### config.mk
export PLATFORM = sky130hd
export DESIGN_NAME = char_display_diff_refresh_unit
export DESIGN_NICKNAME = d
export VERILOG_FILES = /design/src/hdl/cdr_pkg.sv /design/src/hdl/cdr_front.sv /design/src/hdl/cdr_back.sv /design/src/hdl/char_display_diff_refresh_unit.sv
export SDC_FILE = /design/constraint.sdc
export NUM_CORES = 1
export LEC_CHECK = 0
export BUFFER_PORTS_ARGS = -buffer_cell sky130_fd_sc_hd__buf_2
export CAP_MARGIN = 25
export CORE_UTILIZATION = 56
export CTS_BUF_LIST = sky130_fd_sc_hd__clkbuf_4 sky130_fd_sc_hd__clkbuf_8
export DETAILED_ROUTE_END_ITERATION = 10
export PLACE_DENSITY = 0.72
export SYNTH_ARGS = -nofsm -noshare
export SYNTH_HDL_FRONTEND = slang
export SYNTH_HIERARCHICAL = 1
export SYNTH_SLANG_ARGS = --single-unit
### constraint.sdc
create_clock -name i_clk -period 9.4 [get_ports i_clk]
set_clock_uncertainty 0.1 [all_clocks]
set_input_delay 0.47 -clock i_clk [delete_from_list [all_inputs] [get_ports i_clk]]
set_output_delay 0.47 -clock i_clk [all_outputs]
set_load 0.005 [all_outputs]
### src/hdl/cdr_pkg.sv
// Shared types and constants for the character display refresh unit.
package cdr_pkg;

    // Input action codes
    localparam logic [1:0] ACT_WRITE = 2'd0;
    localparam logic [1:0] ACT_CLEAR = 2'd1;
    localparam logic [1:0] ACT_TICK  = 2'd2;

    // Configuration register indexes
    localparam logic REG_ENABLE = 1'b0;
    localparam logic REG_PERIOD = 1'b1;

    // Result kinds
    localparam logic KIND_MOVE = 1'b0;
    localparam logic KIND_CHAR = 1'b1;

    localparam logic [7:0] SPACE_CHAR   = 8'h20;
    localparam logic [7:0] NUL_CHAR     = 8'h00;
    localparam logic [7:0] PERIOD_RESET = 8'd10;

    // Commands handed from the front to the back
    typedef enum logic [1:0] {
        OP_WRITE,
        OP_CLEAR,
        OP_SCAN
    } t_op;

    typedef struct packed {
        t_op        op;
        logic       row;
        logic [3:0] col;
        logic [7:0] chr;
    } t_cmd;

    // One result beat
    typedef struct packed {
        logic       kind;
        logic       row;
        logic [3:0] col;
        logic [7:0] chr;
        logic       last;
    } t_res;

    // Back-end sequencer states
    typedef enum logic [1:0] {
        ST_IDLE,
        ST_CMP,
        ST_MOVE,
        ST_CHAR
    } t_bstate;

endpackage

### src/hdl/cdr_front.sv
// Front end: accepts items, runs the tick counter, queues commands for the back end.
module cdr_front #(
    parameter int ROWS    = 2,
    parameter int COLUMNS = 16
) (
    input  logic          i_clk,
    input  logic          i_rst_n,
    input  logic          i_push,
    output logic          o_full,
    input  logic [1:0]    i_action,
    input  logic          i_row,
    input  logic [3:0]    i_column,
    input  logic [7:0]    i_char_code,
    input  logic          i_out_en,
    input  logic [7:0]    i_period,
    output logic          o_cmd_vld,
    output cdr_pkg::t_cmd o_cmd,
    input  logic          i_cmd_rdy
);

    cdr_pkg::t_cmd r_q [2];
    logic          r_wp;
    logic          r_rp;
    logic [1:0]    r_cnt;
    logic [7:0]    r_tick;

    logic          w_acc;
    logic          w_enq;
    logic          w_deq;
    logic [7:0]    w_tick_dec;
    cdr_pkg::t_cmd w_cmd;

    assign o_full     = (r_cnt == 2'd2);
    assign w_acc      = i_push && !o_full;
    assign w_tick_dec = r_tick - 8'd1;
    assign o_cmd_vld  = (r_cnt != 2'd0);
    assign o_cmd      = r_q[r_rp];
    assign w_deq      = o_cmd_vld && i_cmd_rdy;

    // Classify: only in-frame writes, clears and expiring ticks with output on go to the back
    always_comb begin
        w_enq     = 1'b0;
        w_cmd.op  = cdr_pkg::OP_WRITE;
        w_cmd.row = i_row;
        w_cmd.col = i_column;
        w_cmd.chr = i_char_code;
        case (i_action)
            cdr_pkg::ACT_WRITE: begin
                w_enq = (int'(i_row) < ROWS) && (int'(i_column) < COLUMNS);
            end
            cdr_pkg::ACT_CLEAR: begin
                w_enq    = 1'b1;
                w_cmd.op = cdr_pkg::OP_CLEAR;
            end
            cdr_pkg::ACT_TICK: begin
                w_enq    = (w_tick_dec == 8'd0) && i_out_en;
                w_cmd.op = cdr_pkg::OP_SCAN;
            end
            default: begin
                w_enq = 1'b0;
            end
        endcase
    end

    // Tick counter and command queue
    always_ff @(posedge i_clk) begin
        if (!i_rst_n) begin
            r_wp   <= 1'b0;
            r_rp   <= 1'b0;
            r_cnt  <= 2'd0;
            r_tick <= cdr_pkg::PERIOD_RESET;
        end else begin
            if (w_acc && i_action == cdr_pkg::ACT_TICK) begin
                r_tick <= (w_tick_dec == 8'd0) ? i_period : w_tick_dec;
            end
            if (w_acc && w_enq) begin
                r_q[r_wp] <= w_cmd;
                r_wp      <= ~r_wp;
            end
            if (w_deq) begin
                r_rp <= ~r_rp;
            end
            r_cnt <= r_cnt + 2'(w_acc && w_enq) - 2'(w_deq);
        end
    end

endmodule

### src/hdl/cdr_back.sv
// Back end: frame and shadow stores, refresh scan sequencer and result register.
module cdr_back #(
    parameter int ROWS    = 2,
    parameter int COLUMNS = 16
) (
    input  logic          i_clk,
    input  logic          i_rst_n,
    input  logic          i_cmd_vld,
    input  cdr_pkg::t_cmd i_cmd,
    output logic          o_cmd_rdy,
    output logic          o_res_vld,
    output cdr_pkg::t_res o_res,
    input  logic          i_pop
);

    logic [7:0]       r_frame  [ROWS][COLUMNS];
    logic [7:0]       r_shadow [ROWS][COLUMNS];
    cdr_pkg::t_bstate r_state;
    cdr_pkg::t_bstate n_state;
    logic             r_row;
    logic [3:0]       r_col;
    logic             r_ended;
    logic [ROWS-1:0]  r_any;
    logic [3:0]       r_first [ROWS];
    logic [3:0]       r_lastc [ROWS];
    cdr_pkg::t_res    r_out;
    logic             r_out_vld;

    logic [7:0]       w_cell;
    logic             w_end;
    logic [7:0]       w_eff;
    logic             w_diff;
    logic             w_row_end;
    logic             w_last_row;
    logic             w_last_col;
    logic             w_later;
    logic             w_out_free;
    logic             w_emit;
    cdr_pkg::t_res    w_res;

    assign o_res_vld = r_out_vld;
    assign o_res     = r_out;

    // Compare datapath: one cell per cycle, a NUL blanks the rest of its row
    assign w_cell     = r_frame[r_row][r_col];
    assign w_end      = r_ended || (w_cell == cdr_pkg::NUL_CHAR);
    assign w_eff      = w_end ? cdr_pkg::SPACE_CHAR : w_cell;
    assign w_diff     = (w_eff != r_shadow[r_row][r_col]);
    assign w_row_end  = (r_col == 4'(COLUMNS - 1));
    assign w_last_row = (r_row == 1'(ROWS - 1));
    assign w_last_col = (r_col == r_lastc[r_row]);
    assign w_out_free = !r_out_vld || i_pop;

    // Any changed row after the current one
    always_comb begin
        w_later = 1'b0;
        for (int j = 0; j < ROWS; j++) begin
            if (j > int'(r_row) && r_any[j]) begin
                w_later = 1'b1;
            end
        end
    end

    // Sequencer outputs
    always_comb begin
        o_cmd_rdy = 1'b0;
        w_emit    = 1'b0;
        w_res     = '0;
        case (r_state)
            cdr_pkg::ST_IDLE: begin
                o_cmd_rdy = 1'b1;
            end
            cdr_pkg::ST_MOVE: begin
                if (r_any[r_row] && w_out_free) begin
                    w_emit     = 1'b1;
                    w_res.kind = cdr_pkg::KIND_MOVE;
                    w_res.row  = r_row;
                    w_res.col  = r_first[r_row];
                    w_res.chr  = cdr_pkg::NUL_CHAR;
                    w_res.last = 1'b0;
                end
            end
            cdr_pkg::ST_CHAR: begin
                if (w_out_free) begin
                    w_emit     = 1'b1;
                    w_res.kind = cdr_pkg::KIND_CHAR;
                    w_res.row  = r_row;
                    w_res.col  = r_col;
                    w_res.chr  = r_shadow[r_row][r_col];
                    w_res.last = w_last_col && !w_later;
                end
            end
            default: begin
                o_cmd_rdy = 1'b0;
            end
        endcase
    end

    // Sequencer next state
    always_comb begin
        n_state = r_state;
        case (r_state)
            cdr_pkg::ST_IDLE: begin
                if (i_cmd_vld && i_cmd.op == cdr_pkg::OP_SCAN) begin
                    n_state = cdr_pkg::ST_CMP;
                end
            end
            cdr_pkg::ST_CMP: begin
                if (w_row_end && w_last_row) begin
                    n_state = cdr_pkg::ST_MOVE;
                end
            end
            cdr_pkg::ST_MOVE: begin
                if (!r_any[r_row]) begin
                    if (w_last_row) begin
                        n_state = cdr_pkg::ST_IDLE;
                    end
                end else if (w_emit) begin
                    n_state = cdr_pkg::ST_CHAR;
                end
            end
            cdr_pkg::ST_CHAR: begin
                if (w_emit && w_last_col) begin
                    n_state = w_last_row ? cdr_pkg::ST_IDLE : cdr_pkg::ST_MOVE;
                end
            end
            default: begin
                n_state = cdr_pkg::ST_IDLE;
            end
        endcase
    end

    // Stores, counters and result register
    always_ff @(posedge i_clk) begin
        if (!i_rst_n) begin
            r_state   <= cdr_pkg::ST_IDLE;
            r_out_vld <= 1'b0;
            for (int r = 0; r < ROWS; r++) begin
                for (int c = 0; c < COLUMNS; c++) begin
                    r_frame[r][c]  <= cdr_pkg::SPACE_CHAR;
                    r_shadow[r][c] <= cdr_pkg::SPACE_CHAR;
                end
            end
        end else begin
            r_state <= n_state;

            if (w_emit) begin
                r_out     <= w_res;
                r_out_vld <= 1'b1;
            end else if (i_pop) begin
                r_out_vld <= 1'b0;
            end

            case (r_state)
                cdr_pkg::ST_IDLE: begin
                    if (i_cmd_vld) begin
                        case (i_cmd.op)
                            cdr_pkg::OP_WRITE: begin
                                r_frame[i_cmd.row][i_cmd.col] <= i_cmd.chr;
                            end
                            cdr_pkg::OP_CLEAR: begin
                                for (int r = 0; r < ROWS; r++) begin
                                    for (int c = 0; c < COLUMNS; c++) begin
                                        r_frame[r][c] <= cdr_pkg::SPACE_CHAR;
                                    end
                                end
                            end
                            cdr_pkg::OP_SCAN: begin
                                r_row   <= 1'b0;
                                r_col   <= 4'd0;
                                r_ended <= 1'b0;
                                r_any   <= '0;
                            end
                            default: begin
                                r_ended <= 1'b0;
                            end
                        endcase
                    end
                end
                cdr_pkg::ST_CMP: begin
                    r_shadow[r_row][r_col] <= w_eff;
                    if (w_diff) begin
                        if (!r_any[r_row]) begin
                            r_first[r_row] <= r_col;
                        end
                        r_any[r_row]   <= 1'b1;
                        r_lastc[r_row] <= r_col;
                    end
                    if (w_row_end) begin
                        r_col   <= 4'd0;
                        r_ended <= 1'b0;
                        r_row   <= w_last_row ? 1'b0 : r_row + 1'b1;
                    end else begin
                        r_col   <= r_col + 4'd1;
                        r_ended <= w_end;
                    end
                end
                cdr_pkg::ST_MOVE: begin
                    if (!r_any[r_row]) begin
                        if (!w_last_row) begin
                            r_row <= r_row + 1'b1;
                        end
                    end else if (w_emit) begin
                        r_col <= r_first[r_row];
                    end
                end
                cdr_pkg::ST_CHAR: begin
                    if (w_emit) begin
                        if (w_last_col) begin
                            if (!w_last_row) begin
                                r_row <= r_row + 1'b1;
                            end
                        end else begin
                            r_col <= r_col + 4'd1;
                        end
                    end
                end
                default: begin
                    r_ended <= 1'b0;
                end
            endcase
        end
    end

endmodule

### src/hdl/char_display_diff_refresh_unit.sv
// Top level of the character display refresh unit with change detection.
// A write or clear beat waits in the front queue until the back end, when idle, applies it.
// A scan tick compares every stored cell in turn (ROWS*COLUMNS, 32 by default), then emits
// the result beats, stepping past unchanged rows; the back end is busy meanwhile.
// Throughput: one scan at a time; up to two queued commands let pushes continue during it.
// Reset is synchronous: both stores read as spaces, period 10, output enabled, queues empty.
module char_display_diff_refresh_unit #(
    parameter int ROWS    = 2,
    parameter int COLUMNS = 16
) (
    input  logic       i_clk,
    input  logic       i_rst_n,
    input  logic       push,
    output logic       full,
    input  logic [1:0] i_action,
    input  logic       i_row,
    input  logic [3:0] i_column,
    input  logic [7:0] i_char_code,
    output logic       empty,
    input  logic       pop,
    output logic       o_kind,
    output logic       o_out_row,
    output logic [3:0] o_out_column,
    output logic [7:0] o_out_char,
    output logic       o_last,
    input  logic       i_cfg_valid,
    output logic       o_cfg_ready,
    input  logic       i_cfg_index,
    input  logic [7:0] i_cfg_data
);

    logic          r_out_en;
    logic [7:0]    r_period;

    logic          w_cmd_vld;
    logic          w_cmd_rdy;
    cdr_pkg::t_cmd w_cmd;
    logic          w_res_vld;
    cdr_pkg::t_res w_res;

    assign o_cfg_ready = 1'b1;

    // Configuration registers
    always_ff @(posedge i_clk) begin
        if (!i_rst_n) begin
            r_out_en <= 1'b1;
            r_period <= cdr_pkg::PERIOD_RESET;
        end else if (i_cfg_valid && o_cfg_ready) begin
            case (i_cfg_index)
                cdr_pkg::REG_ENABLE: r_out_en <= i_cfg_data[0];
                cdr_pkg::REG_PERIOD: r_period <= i_cfg_data;
                default:             r_period <= r_period;
            endcase
        end
    end

    cdr_front #(
        .ROWS    (ROWS),
        .COLUMNS (COLUMNS)
    ) u_front (
        .i_clk       (i_clk),
        .i_rst_n     (i_rst_n),
        .i_push      (push),
        .o_full      (full),
        .i_action    (i_action),
        .i_row       (i_row),
        .i_column    (i_column),
        .i_char_code (i_char_code),
        .i_out_en    (r_out_en),
        .i_period    (r_period),
        .o_cmd_vld   (w_cmd_vld),
        .o_cmd       (w_cmd),
        .i_cmd_rdy   (w_cmd_rdy)
    );

    cdr_back #(
        .ROWS    (ROWS),
        .COLUMNS (COLUMNS)
    ) u_back (
        .i_clk     (i_clk),
        .i_rst_n   (i_rst_n),
        .i_cmd_vld (w_cmd_vld),
        .i_cmd     (w_cmd),
        .o_cmd_rdy (w_cmd_rdy),
        .o_res_vld (w_res_vld),
        .o_res     (w_res),
        .i_pop     (pop)
    );

    // Result beat onto the ports
    assign empty        = !w_res_vld;
    assign o_kind       = w_res.kind;
    assign o_out_row    = w_res.row;
    assign o_out_column = w_res.col;
    assign o_out_char   = w_res.chr;
    assign o_last       = w_res.last;

`ifndef ASSERT_OFF
    // A cursor move never carries a character and never closes a scan
    a_move_fields: assert property (@(posedge i_clk) disable iff (!i_rst_n)
        (!empty && o_kind == cdr_pkg::KIND_MOVE) |-> (o_out_char == 8'h00 && !o_last))
        else $error("cursor move beat with character or last marker");

    // A command the back end has not taken stays offered
    a_cmd_hold: assert property (@(posedge i_clk) disable iff (!i_rst_n)
        (w_cmd_vld && !w_cmd_rdy) |=> w_cmd_vld)
        else $error("queued command dropped before the back end took it");

    // A full front queue always offers a command to the back end
    a_full_has_cmd: assert property (@(posedge i_clk) disable iff (!i_rst_n)
        full |-> w_cmd_vld)
        else $error("front queue full with no command offered");
`endif

endmodule

==> impl_summary.log <==
[metrics] outcome: finished, final reports clean
[metrics] routed vias/inst: 6.342
[metrics] setup repair after global routing missed its margin: false
[metrics] final routed wire length divided by cell count: 25.53 microns
[metrics] number of optimization iterations in the first detailed-route pass: 5
[metrics] Max Cap Viol: 0
[metrics] number of port buffers: 45
[metrics] fraction of final layout cells sized beyond drive strength 1: 18.57%
[metrics] Tot Pwr: 7.670 mW
[metrics] cell leakage power: 10.74 nW
[metrics] clock latency of the later-clocked register in the worst-skew pair: 690 ps
[metrics] number of synthesized flops with an enable pin: 581
[metrics] maximum fanout encountered on the critical timing path: 46
[metrics] highest metal layer with signal wires: met4
[metrics] worst setup slack for register-to-register paths: 4380 ps
[metrics] sequential fraction of the synthesis area: 66.46%
[metrics] most common flop cell mapped by yosys: sky130_fd_sc_hd__edfxtp_1
[metrics] Crit path required time: 9610 ps
[metrics] Total Wirelength: 68770 microns
[metrics] R2R cell count: 9
[metrics] post-synth top area cell: sky130_fd_sc_hd__edfxtp_1
[metrics] Synth area leaders: sky130_fd_sc_hd__edfxtp_1 65%, sky130_fd_sc_hd__mux4_2 6.5%, sky130_fd_sc_hd__mux2i_1 5.1%, sky130_fd_sc_hd__nor2_1 4.0%, sky130_fd_sc_hd__and2_1 3.0%
[metrics] relative slew slack: 27.88%
[metrics] boundary pin count: 47
[metrics] clock tree root buffer cell: sky130_fd_sc_hd__clkbuf_8
[metrics] Vert. Die Dim: 221.7 microns
[metrics] number of buffers created by CTS: 95
[metrics] highest attainable clock frequency: 199.2 MHz
[metrics] routability-driven placement congestion ratio: 0.9250
[metrics] total vias in the final route: 17090
[metrics] CP Data Arrival Time: 5230 ps
[metrics] number of instances resized during post-cts repair: 0
[metrics] Yosys warning count: 6
[metrics] Synth-to-Final Area Change: 11.26%
[metrics] clk slew on worst S/H paths: 60 ps
[metrics] number of design rule violations left after detail routing: 0
[metrics] final-layout setup total negative slack: 0 ps
[metrics] endpoint class of the critical path: flip-flop
[metrics] area of the core region: 47650 sq um
[metrics] worst hold-check path type: input port to flip-flop
[metrics] DRC marker count from the first detailed-route iteration: 2084
[metrics] syn nets: 1941
[metrics] Overall Global Routing Usage: 28.01%
[metrics] power density over cell area: 255.0 nW/um^2
[metrics] final count of hold timing violations: 0
[metrics] cell count after synthesis: 1904
[metrics] number of fill cells: 3462
[metrics] largest net degree at the start of global routing: 110
[metrics] hold slack: 48.15 ps
[metrics] gr ovfl total: 0
[metrics] vias in the first global route: 16610
[metrics] die area: 49160 sq um
[metrics] global-route wire length before repair: 102100 microns
[metrics] Synth async-reset ratio: 0%
[metrics] type of element launching the critical path: flip-flop
[metrics] terminus of the critical flop-to-flop path: u_back/r_first[1][1]
[metrics] number of slew-limit violations in the final report: 0
[metrics] standard-cell rows: 80
[metrics] final setup vio count: 0
[metrics] sinks on the clock net: 607
[metrics] WL met2: 32930 microns
[metrics] minimum period implied by the final worst setup slack: 5020 ps
[metrics] Non-Filler Instances: 2694
[metrics] wl on met1: 26700 microns
[metrics] class of the most critical setup path: flip-flop to flip-flop
[metrics] antenna cell count: 0
[metrics] worst setup slack before clock tree synthesis: 4416 ps
[metrics] initial antenna violation count: 0
[metrics] slew at the pin closest to its max-slew limit: 1073 ps
[metrics] horizontal die dimension: 221.7 microns
[metrics] Mapped Avg Cell Area: 14.20 sq um
[metrics] total of hold buffers inserted after clock tree synthesis: 22
[metrics] flip-flop and latch count after synthesis: 607
[metrics] share of the synthesized area in the top cell type: 64.53%
[metrics] post-synthesis instance area: 27030 sq um
[metrics] number of buffers added for setup after CTS: 0
[metrics] met3 wire length: 6356 microns
[metrics] initial core utilization: 56.74%
[metrics] Max H-tree Level: 3
[metrics] post-route setup slack: 4380 ps
[metrics] clock tree from TritonCTS: built
[metrics] Post-layout nets: 2047
[metrics] IR drop worst, VDD: 0.1436 mV
[metrics] antenna-violating nets left: 0
[metrics] buffers from clock root to sink, at most: 3
[metrics] capture point of the critical path: u_back/r_first[1][1]
[metrics] HPWL after detailed placement: 44170 microns
[metrics] share of the clock period used by the worst path after layout: 53.40%
[metrics] cell count after placement: 2495
[metrics] number of distinct standard cells referenced by the synthesized netlist: 69
-- flip-flops by register name (all words and copies together), names as in the netlist, 2 cells and up, named ones only --
register,flops
u_back/r_frame,256
u_back/r_shadow,256
u_front/r_q,30
u_back/o_res,15
r_period,8
u_back/r_first,8
u_back/r_lastc,8
u_front/r_tick,8
u_back/r_col,4
u_back/r_any,2
u_back/r_state,2
u_front/r_cnt,2
-- layout make-up --
| cell class | instances | area [sq um] | area share, % |
|---|---|---|---|
| sequential | 607 | 17970 | 59.74 |
| inverter | 22 | 82.58 | 0.2745 |
| clock buffer | 134 | 1625 | 5.403 |
| tap | 615 | 769.5 | 2.558 |
| multi-input combinational | 1162 | 8511 | 28.29 |
| timing repair buffer | 122 | 893.4 | 2.970 |
| clock inverter | 32 | 227.7 | 0.7570 |
-- critical path, stage by stage, from the launching register on --
cell,delay (ps)
sky130_fd_sc_hd__dfxtp_4,960
sky130_fd_sc_hd__buf_4,780
sky130_fd_sc_hd__mux4_2,610
sky130_fd_sc_hd__mux2i_1,200
sky130_fd_sc_hd__o22ai_1,150
sky130_fd_sc_hd__nor2_1,480
sky130_fd_sc_hd__inv_1,120
sky130_fd_sc_hd__a41oi_1,440
sky130_fd_sc_hd__a211oi_2,250
sky130_fd_sc_hd__nor4bb_2,550
-- metrics by stage --
stage                     utilization (%)  instance area [sq um]
after global routing                63.13                  30080
final                               63.13                  30080
after CTS                           62.98                  30010
after detailed placement            58.62                  27930
after global placement              58.37                  27810
after floorplan                         -                  27030
-- placed cells by master (no fill, tap or decap), types with 9 or more instances in the layout --
cell                            synthesis  layout
sky130_fd_sc_hd__and2_1               131     131
sky130_fd_sc_hd__clkinv_1               0      16
sky130_fd_sc_hd__nand3_1               46      46
sky130_fd_sc_hd__nand4_1               14      14
sky130_fd_sc_hd__dfxtp_1               26      25
sky130_fd_sc_hd__nor2_1               287     284
sky130_fd_sc_hd__xnor2_1               11      11
sky130_fd_sc_hd__nand2b_1              19      19
sky130_fd_sc_hd__nand2_1              126     126
sky130_fd_sc_hd__nor2b_1               13      12
sky130_fd_sc_hd__buf_4                 11      37
sky130_fd_sc_hd__a22oi_1               57      57
sky130_fd_sc_hd__o21ai_0               31      23
sky130_fd_sc_hd__nor3_1                11      10
sky130_fd_sc_hd__inv_1                 20      20
sky130_fd_sc_hd__buf_2                 27      53
sky130_fd_sc_hd__and3_1                31      31
sky130_fd_sc_hd__mux4_2                78      78
sky130_fd_sc_hd__dlygate4sd3_1          0      22
sky130_fd_sc_hd__clkbuf_8               0      99
sky130_fd_sc_hd__clkbuf_4               0      38
sky130_fd_sc_hd__or3_1                 15      15
sky130_fd_sc_hd__a21oi_1               17      17
sky130_fd_sc_hd__clkinv_2               0      10
sky130_fd_sc_hd__mux2i_1              137     137
sky130_fd_sc_hd__edfxtp_1             581     581
sky130_fd_sc_hd__nor4_1                10       9
sky130_fd_sc_hd__mux2_2                16      16
-- per-layer routing --
layer / vias up / global-route usage (%)
li1: 7381 / -
met4: 0 / 12.10
met5: - / 0
met2: 1056 / 45.21
met1: 8454 / 37.00
met3: 194 / 5.897
-- power by group --
group / switching (mW) / leakage [nW] / total, mW / internal [mW]
Clock: 1.00 / 0.990 / 2.19 / 1.19
Sequential: 0.175 / 5.93 / 3.41 / 3.23
Combinational: 1.32 / 3.82 / 2.07 / 0.752
-- synth_stat cells (20+ instances only) --
library cell	count
sky130_fd_sc_hd__a22oi_1	57
sky130_fd_sc_hd__and2_1	131
sky130_fd_sc_hd__and3_1	31
sky130_fd_sc_hd__buf_2	27
sky130_fd_sc_hd__clkbuf_1	60
sky130_fd_sc_hd__dfxtp_1	26
sky130_fd_sc_hd__edfxtp_1	581
sky130_fd_sc_hd__inv_1	20
sky130_fd_sc_hd__mux2i_1	137
sky130_fd_sc_hd__mux4_2	78
sky130_fd_sc_hd__nand2_1	126
sky130_fd_sc_hd__nand3_1	46
sky130_fd_sc_hd__nor2_1	287
sky130_fd_sc_hd__o21ai_0	31
-- worst min path at each step --
stage / start / depth (start not counted) / slack [ps] / endpoint
after global routing: i_action[1] / 2 / 50 / u_front/r_q[1][13]
after global placement: r_period[6] / 2 / 360 / r_period[6]
after detailed placement: r_period[6] / 2 / 360 / r_period[6]
after floorplan: r_period[7] / 2 / 340 / r_period[7]
after CTS: i_cfg_index / 3 / 8 / r_period[0]
final: i_action[1] / 2 / 50 / u_front/r_q[1][13]
-- kinds of logic (layout without fill, tap and decap cells) --
family,after synthesis,in the layout,synth area share [%]
flip-flops,607,607,66.46
other,1,1,0.01387
adder cells (fa/ha/maj),8,8,0.3703
multiplexers,231,231,12.24
AND/OR/NAND/NOR,730,730,13.19
buffers and inverters,135,310,2.402
AO/OA/AOI/OAI,175,175,4.776
XOR/XNOR,17,17,0.5507
(Power assumes the default switching activity.)
